### config.mk
export PLATFORM = sky130hd
export DESIGN_NAME = sgm_isqrt
export DESIGN_NICKNAME = d
export VERILOG_FILES = /design/src/sgm_pkg.sv /design/src/sgm_isqrt.sv
export SDC_FILE = /design/constraint.sdc
export NUM_CORES = 1
export LEC_CHECK = 0
export BUFFER_PORTS_ARGS = -buffer_cell sky130_fd_sc_hd__buf_2
export CAP_MARGIN = 30
export CORE_MARGIN = 2
export CORE_UTILIZATION = 54
export DETAILED_ROUTE_END_ITERATION = 16
export PLACE_DENSITY = 0.74
export RECOVER_POWER = 100
export SLEW_MARGIN = 20
export SYNTH_ARGS = -nofsm -noshare
export SYNTH_HDL_FRONTEND = slang
export SYNTH_SLANG_ARGS = --single-unit
### constraint.sdc
create_clock -name clock -period 2.45 [get_ports clock]
set_input_delay 0.245 -clock clock [delete_from_list [all_inputs] [get_ports clock]]
set_output_delay 0.245 -clock clock [all_outputs]
set_load 0.05 [all_outputs]
### src/sgm_pkg.sv
// Shared types and constants for the Scharr gradient magnitude block.
`default_nettype none

package sgm_pkg;

   // Frame geometry
   localparam int MAX_WIDTH  = 4096;
   localparam int PIX_W      = 8;
   localparam int COL_W      = 12;
   localparam int ROW_W      = 16;
   localparam int WIDTH_W    = 13;
   localparam int HEIGHT_W   = 16;
   localparam int GAIN_W     = 18;
   localparam int MIN_DIM    = 3;

   // Configuration port
   localparam int CSR_ADDR_W = 2;
   localparam int CSR_DATA_W = 18;
   localparam logic [CSR_ADDR_W-1:0] CSR_IMAGE_WIDTH  = 2'd0;
   localparam logic [CSR_ADDR_W-1:0] CSR_IMAGE_HEIGHT = 2'd1;
   localparam logic [CSR_ADDR_W-1:0] CSR_NORM_GAIN    = 2'd2;

   localparam logic [WIDTH_W-1:0]  WIDTH_RESET  = 13'd640;
   localparam logic [HEIGHT_W-1:0] HEIGHT_RESET = 16'd480;
   localparam logic [GAIN_W-1:0]   GAIN_RESET   = 18'd65536;

   // Datapath widths
   localparam int LINE_W    = 2 * PIX_W;          // {two rows above, row above}
   localparam int GRAD_W    = 13;                 // |g| <= 4080, signed
   localparam int SQ_W      = 25;                 // gx^2 + gy^2 < 2^25
   localparam int SQR_W     = SQ_W - 1;           // one square < 2^24
   localparam int ROOT_W    = 13;                 // floor sqrt < 2^13
   localparam int SQRT_IN_W = 2 * ROOT_W;
   localparam int REM_W     = ROOT_W + 2;
   localparam int PROD_W    = ROOT_W + GAIN_W;
   localparam int GAIN_FRAC = 16;
   localparam int SCALED_W  = PROD_W - GAIN_FRAC;

   // Result queue
   localparam int FIFO_DEPTH = 32;
   localparam int FIFO_AW    = $clog2(FIFO_DEPTH);
   localparam int CREDIT_W   = FIFO_AW + 1;

   typedef struct packed {
      logic [PIX_W-1:0] pixel;
      logic             frame_start;
   } sgm_req_type;

   typedef struct packed {
      logic [PIX_W-1:0] magnitude;
      logic [COL_W-1:0] out_col;
      logic [ROW_W-1:0] out_row;
      logic             frame_last;
   } sgm_rsp_type;

   // Coordinates that ride along with a pixel through the datapath
   typedef struct packed {
      logic [COL_W-1:0] col;
      logic [ROW_W-1:0] row;
      logic             last;
   } sgm_side_type;

endpackage

`default_nettype wire

### src/sgm_isqrt.sv
// Pipelined integer floor square root, one result bit per stage.
`default_nettype none

module sgm_isqrt
   import sgm_pkg::*;
(
   input  wire logic              clock,
   input  wire logic              reset,
   input  wire logic              in_valid,
   input  wire logic [SQ_W-1:0]   in_value,
   input  wire sgm_side_type      in_side,
   output logic                   out_valid,
   output logic [ROOT_W-1:0]      out_root,
   output sgm_side_type           out_side
);

   logic [ROOT_W-1:0]    valid_ff;
   logic [REM_W-1:0]     rem_ff  [0:ROOT_W-1];
   logic [ROOT_W-1:0]    root_ff [0:ROOT_W-1];
   logic [SQRT_IN_W-1:0] val_ff  [0:ROOT_W-1];
   sgm_side_type         side_ff [0:ROOT_W-1];

   logic [REM_W-1:0]     rem_cur  [0:ROOT_W-1];
   logic [ROOT_W-1:0]    root_cur [0:ROOT_W-1];
   logic [SQRT_IN_W-1:0] val_cur  [0:ROOT_W-1];
   logic [REM_W-1:0]     rem_in   [0:ROOT_W-1];
   logic [ROOT_W-1:0]    root_in  [0:ROOT_W-1];
   logic [SQRT_IN_W-1:0] val_in   [0:ROOT_W-1];

   // Stage k takes the next two radicand bits and decides one root bit.
   always_comb begin
      logic [REM_W+1:0] ext;
      logic [REM_W+1:0] trial;
      logic [REM_W+1:0] diff;
      logic             ge;
      rem_cur[0]  = '0;
      root_cur[0] = '0;
      val_cur[0]  = SQRT_IN_W'(in_value);
      for (int k = 1; k < ROOT_W; k++) begin
         rem_cur[k]  = rem_ff[k-1];
         root_cur[k] = root_ff[k-1];
         val_cur[k]  = val_ff[k-1];
      end
      for (int k = 0; k < ROOT_W; k++) begin
         ext   = {rem_cur[k], val_cur[k][SQRT_IN_W-1 -: 2]};
         trial = (REM_W + 2)'({root_cur[k], 2'b01});
         diff  = ext - trial;
         ge    = (ext >= trial);
         rem_in[k]  = ge ? diff[REM_W-1:0] : ext[REM_W-1:0];
         root_in[k] = {root_cur[k][ROOT_W-2:0], ge};
         val_in[k]  = val_cur[k] << 2;
      end
   end

   always_ff @(posedge clock) begin
      if (reset) begin
         valid_ff <= '0;
      end else begin
         valid_ff <= {valid_ff[ROOT_W-2:0], in_valid};
      end
   end

   always_ff @(posedge clock) begin
      side_ff[0] <= in_side;
      for (int k = 0; k < ROOT_W; k++) begin
         rem_ff[k]  <= rem_in[k];
         root_ff[k] <= root_in[k];
         val_ff[k]  <= val_in[k];
      end
      for (int k = 1; k < ROOT_W; k++) begin
         side_ff[k] <= side_ff[k-1];
      end
   end

   assign out_valid = valid_ff[ROOT_W-1];
   assign out_root  = root_ff[ROOT_W-1];
   assign out_side  = side_ff[ROOT_W-1];

endmodule

`default_nettype wire

**Yosys cells after proc, flatten, opt, wreduce, memory -nomap -nowiden**

Memory sizes are Yosys's and may differ from the RTL's.
Index checks and enable logic that the tools add are counted.

- Flip-flop bits (word level): 13
- Bits in latches: 0
- Bits in writable memories: 1053
- Bits in read-only memories: 0
- Input bits: 57
- Output and inout bits: 43
- Word-level logic and storage cells: 44
- Memories: 4

Memory list:

| memory | words | width | read ports | clocked after Yosys merged registers in | wr ports | RTL line | RTL |
|---|---|---|---|---|---|---|---|
| side_ff | 13 | 29 | 13 | 0 | 13 | sgm_isqrt.sv:21 | `sgm_side_type side_ff [0:ROOT_W-1];` |
| val_ff | 13 | 24 | 12 | 0 | 13 | sgm_isqrt.sv:20 | `logic [SQRT_IN_W-1:0] val_ff [0:ROOT_W-1];` |
| rem_ff | 13 | 15 | 12 | 0 | 13 | sgm_isqrt.sv:18 | `logic [REM_W-1:0] rem_ff [0:ROOT_W-1];` |
| root_ff | 13 | 13 | 13 | 0 | 13 | sgm_isqrt.sv:19 | `logic [ROOT_W-1:0] root_ff [0:ROOT_W-1];` |

- Add/sub/neg operators: 13
- $mul: 0
- Div/mod/pow operators: 0
- Order comparisons: 13
- Equal/unequal tests: 0
- Shift operators: 0
- Multiplexer cells: 13
- Bitwise operators: 0
- Reduce and logical (&&, ||, !) cells: 0

Operators with widths:

| kind | number |
|---|---|
| $ge 17x15->1 | 12 |
| $mux 15 | 13 |
| $sub 15x15->15 | 12 |
| $sub 1x1->2 const B | 1 |
| $ge 1x1->1 const B | 1 |

**Depth between registers and ports, before layout**

An unclocked memory read counts as a cell.

- Depth after elaboration: 3
- Mapped depth: 10
- Gate-level depth less buffers: 8

**Worst setup path before layout**

Ideal clock, no wire load.

- Kind: register to register
- From: memory rem_ff[0][24] (netlist name)
- To: memory rem_ff[0][44] (netlist name)
- Setup time: 120 ps
- Arrival: 2316 ps
- Required time: 2330 ps
- Setup slack: 15 ps
- Cell stages (with the launch flop): 7
- Path buffers: 0
- Clock period less this slack: 2435 ps
- Path through: dfxtp_1 or4_4 or4_4 nor4b_4 or3b_4 nor4_1 or2_1

RTL lines:

| what | RTL line |
|---|---|
| start: declaration | sgm_isqrt.sv:18 |

==> results.md <==
- Synth-to-Final Area Change: 19.3%
- FP Rows: 75
- Synth Net Count: 1987
- Type of the worst setup path: flip-flop to flip-flop
- Register Area: 16000 um^2
- Die area: 43600 um^2
- Post-synth top cells: 799 x dfxtp_1, 121 x inv_1, 103 x ha_1, 95 x nor2_1, 81 x a21oi_1
- Peak supply drop: 0.859 mV
- TritonRoute pass-1 iters: 5
- Power Total: 31.2 mW
- CP Capture Type: flip-flop
- Drt first-iter violations: 514
- Most numerous cell in the Yosys netlist: dfxtp_1
- Crit path launch type: flip-flop
- Via/cell ratio: 4.83
- Area fraction in compound gates after synthesis: 7.05%
- HPWL Detailed: 23.1 mm
- Post-synthesis cell count: 1827
- Avg WL per Cell: 13.9 um
- Clk Latency, worst-skew pair: 0.60 ns
- Core ar.: 41700 um^2
- Crit path cell chain: inv_1, ha_1, nand4_1, nor3_1, nor4bb_2, a2111oi_0, buf_4, nand3b_1, xnor2_1
- Fin Clk Skew: 0.0133 ns
- Initial Util: 54.4%
- Final Max Tran Viols: 0
- Ys async rst share: 0%
- Synth Register Bits: 799
- First-pass GRT wire length: 60.3 mm
- # diodes: 0
- Fin Setup TNS: 0 ns
- # DRC: 0
- Initial antenna violation count: 0
- IO Pins: 100
- CTS Buffer Depth: 3
- Synth top area share: 70.5%
- Crit path buf inv count: 2
- Vias in the first global route: 13211
- Max incr delay on CP: 0.51 ns
- Final setup vio count: 0
- Worst slew margin relative to its limit: 56.7%
- Unrepaired setup endpoints after global routing: no
- Register area share after synthesis: 70.5%
- Avg Inst Size Synth: 12.4 um^2
- Die Wd: 209 um
- Post-Synth Simple-Gate Area: 8.18%
- Post-Synth XOR/XNOR Area: 4.29%
- RD Place Congestion: 0.900
- Layout cells sized above 1: 10.9%
- Multi-input logic area: 6010 um^2
- Final Hold Fails: 0
- Vias: 12761
- Post-synth EDFFs: 0
- WP data required: 2.93 ns
- Critical Path AT: 2.89 ns
- Ranking of synthesized cells by area: dfxtp_1 71%, ha_1 5.7%, xnor2_1 2.4%
- Min Tclk post-route: 2.41 ns
- Synth cell types: 60
- Least-Margin Pin Slew: 0.652 ns
- Total grt overflow: 0
- Fillcell total: 3038
- Clk pin slew, worst setup/hold paths: 0.07 ns
- Critical Path Fanout Max: 5
- Clock Sinks: 799
- # port buffers: 99
- Fmax achieved: 0.415 GHz
- DRT antenna net count: 0
- Fraction of the mapped netlist area in adder cells: 5.68%
- Mux cell area share after synthesis: 0.955%
- Cell family with most CP delay: simple AND/OR/NAND/NOR gates
- Hold Path Class: input port to flip-flop
- Root Buffer: clkbuf_16
- Power Density: 1160 nW/um^2
- H-tree levels: 3
- Final net count: 2207
- Area leader, netlist: dfxtp_1
- GRT Total Usage: 17.0%
- Ys Warns: 0
- Critical path's slowest cell: a2111oi_0
- Lkg Pwr: 12.1 nW
- CTS tree: built
- Status: completed
- Mapped cell area: 22700 um^2
- TritonCTS buffer count: 74
- Die Span Y: 209 um
- DRT Wirelength: 36.8 mm
- Synth Flop Type: dfxtp_1
- Combinational family with the most area after synthesis: simple AND/OR/NAND/NOR gates
- Largest net degree at the start of global routing: 16
- Period utilization: 98.4%
- Max Cap Violations: 0
flip-flops by register name, indices dropped and copies added (netlist names):
name      count
root_ff      91
rem_ff      162
val_ff      156
valid_ff     13
side_ff     377
repair_timing:
item | in CTS | in global routing
endpoints found under the setup margin | 3 | 42
pin swaps | 0 | 1
resized for setup | 4 | 15
hold buffers | 57 | 0
buffers inserted | 0 | 1
hold endpoints to repair | 67 | 0
layer usage:
metal	routed length, um	track usage, %	vias to the layer above
li1	-	-	6492
met1	13900	16.7	5887
met2	20000	33.5	290
met3	1480	3.31	92
met4	1420	8.82	0
met5	0	0	-
cells by family after synthesis:
kind of cell | after synthesis
flip-flops | 799
other | 1
multiplexers | 20
adder cells (fa/ha/maj) | 103
AND/OR/NAND/NOR | 361
XOR/XNOR | 111
buffers and inverters | 169
AO/OA/AOI/OAI | 263
final cells by class:
cell class | count | share of cell area (%)
inverters | 121 | 1.68
well taps | 539 | 2.49
clock inverters | 31 | 1.99
multi-input cells | 859 | 22.2
repair buffers | 192 | 4.59
flip-flops and latches | 799 | 59.1
clock buffers | 103 | 7.89
worst reg2reg max path, cell delays in order (launching register included):
cell,delay (ns)
dfxtp_1,0.35
inv_1,0.06
ha_1,0.35
nand4_1,0.15
nor3_1,0.26
nor4bb_2,0.13
a2111oi_0,0.51
buf_4,0.23
nand3b_1,0.10
xnor2_1,0.15
final timing paths:
| kind | from | to | slack (ns) | cells after the start |
|---|---|---|---|---|
| setup / recovery | root_ff[0][28]$_DFF_P_ | rem_ff[0][59]$_DFF_P_ | 0.04 | 9 |
| hold / removal | in_side[15] | side_ff[0][15]$_DFF_P_ | 0.27 | 2 |
| setup reg to reg | root_ff[0][28]$_DFF_P_ | rem_ff[0][59]$_DFF_P_ | 0.04 | 9 |
| hold reg to reg | val_ff[0][30]$_DFF_P_ | val_ff[0][56]$_DFF_P_ | 0.31 | 0 |
power breakdown:
group | internal (mW) | switching (mW) | total, mW
clock network | 7.33 | 4.76 | 12.1
logic | 1.77 | 2.05 | 3.82
registers | 14.5 | 0.811 | 15.3
total | 23.6 | 7.62 | 31.2
cells in the final DEF (no fill, tap or decap), types with 24 or more instances in the layout:
cell	synthesis	routed
a21oi_1	81	80
buf_2	0	45
buf_4	29	24
clkbuf_1	17	77
clkbuf_16	0	76
dfxtp_1	799	799
dlygate4sd3_1	0	57
ha_1	103	103
inv_1	121	121
nand2_1	75	74
nor2_1	95	95
nor2b_1	30	30
nor3_1	36	34
o21a_1	26	26
o21ai_0	77	77
xnor2_1	62	62
xor2_1	49	49
metrics by stage:
stage	setup WS, ns	cell area (um^2)	util (%)	cells	hold slack (ns)
floorplan	0.0145	22700	-	1827	0.273
global placement	0.00535	23800	57.2	2452	0.309
detailed placement	-0.0554	23800	57.2	2452	0.312
CTS	-0.0111	27100	65.0	2643	0.244
global route	0.00287	27000	64.9	2644	0.267
finish	0.0385	27000	64.9	2644	0.270
Power figures use the tool's default switching activity.
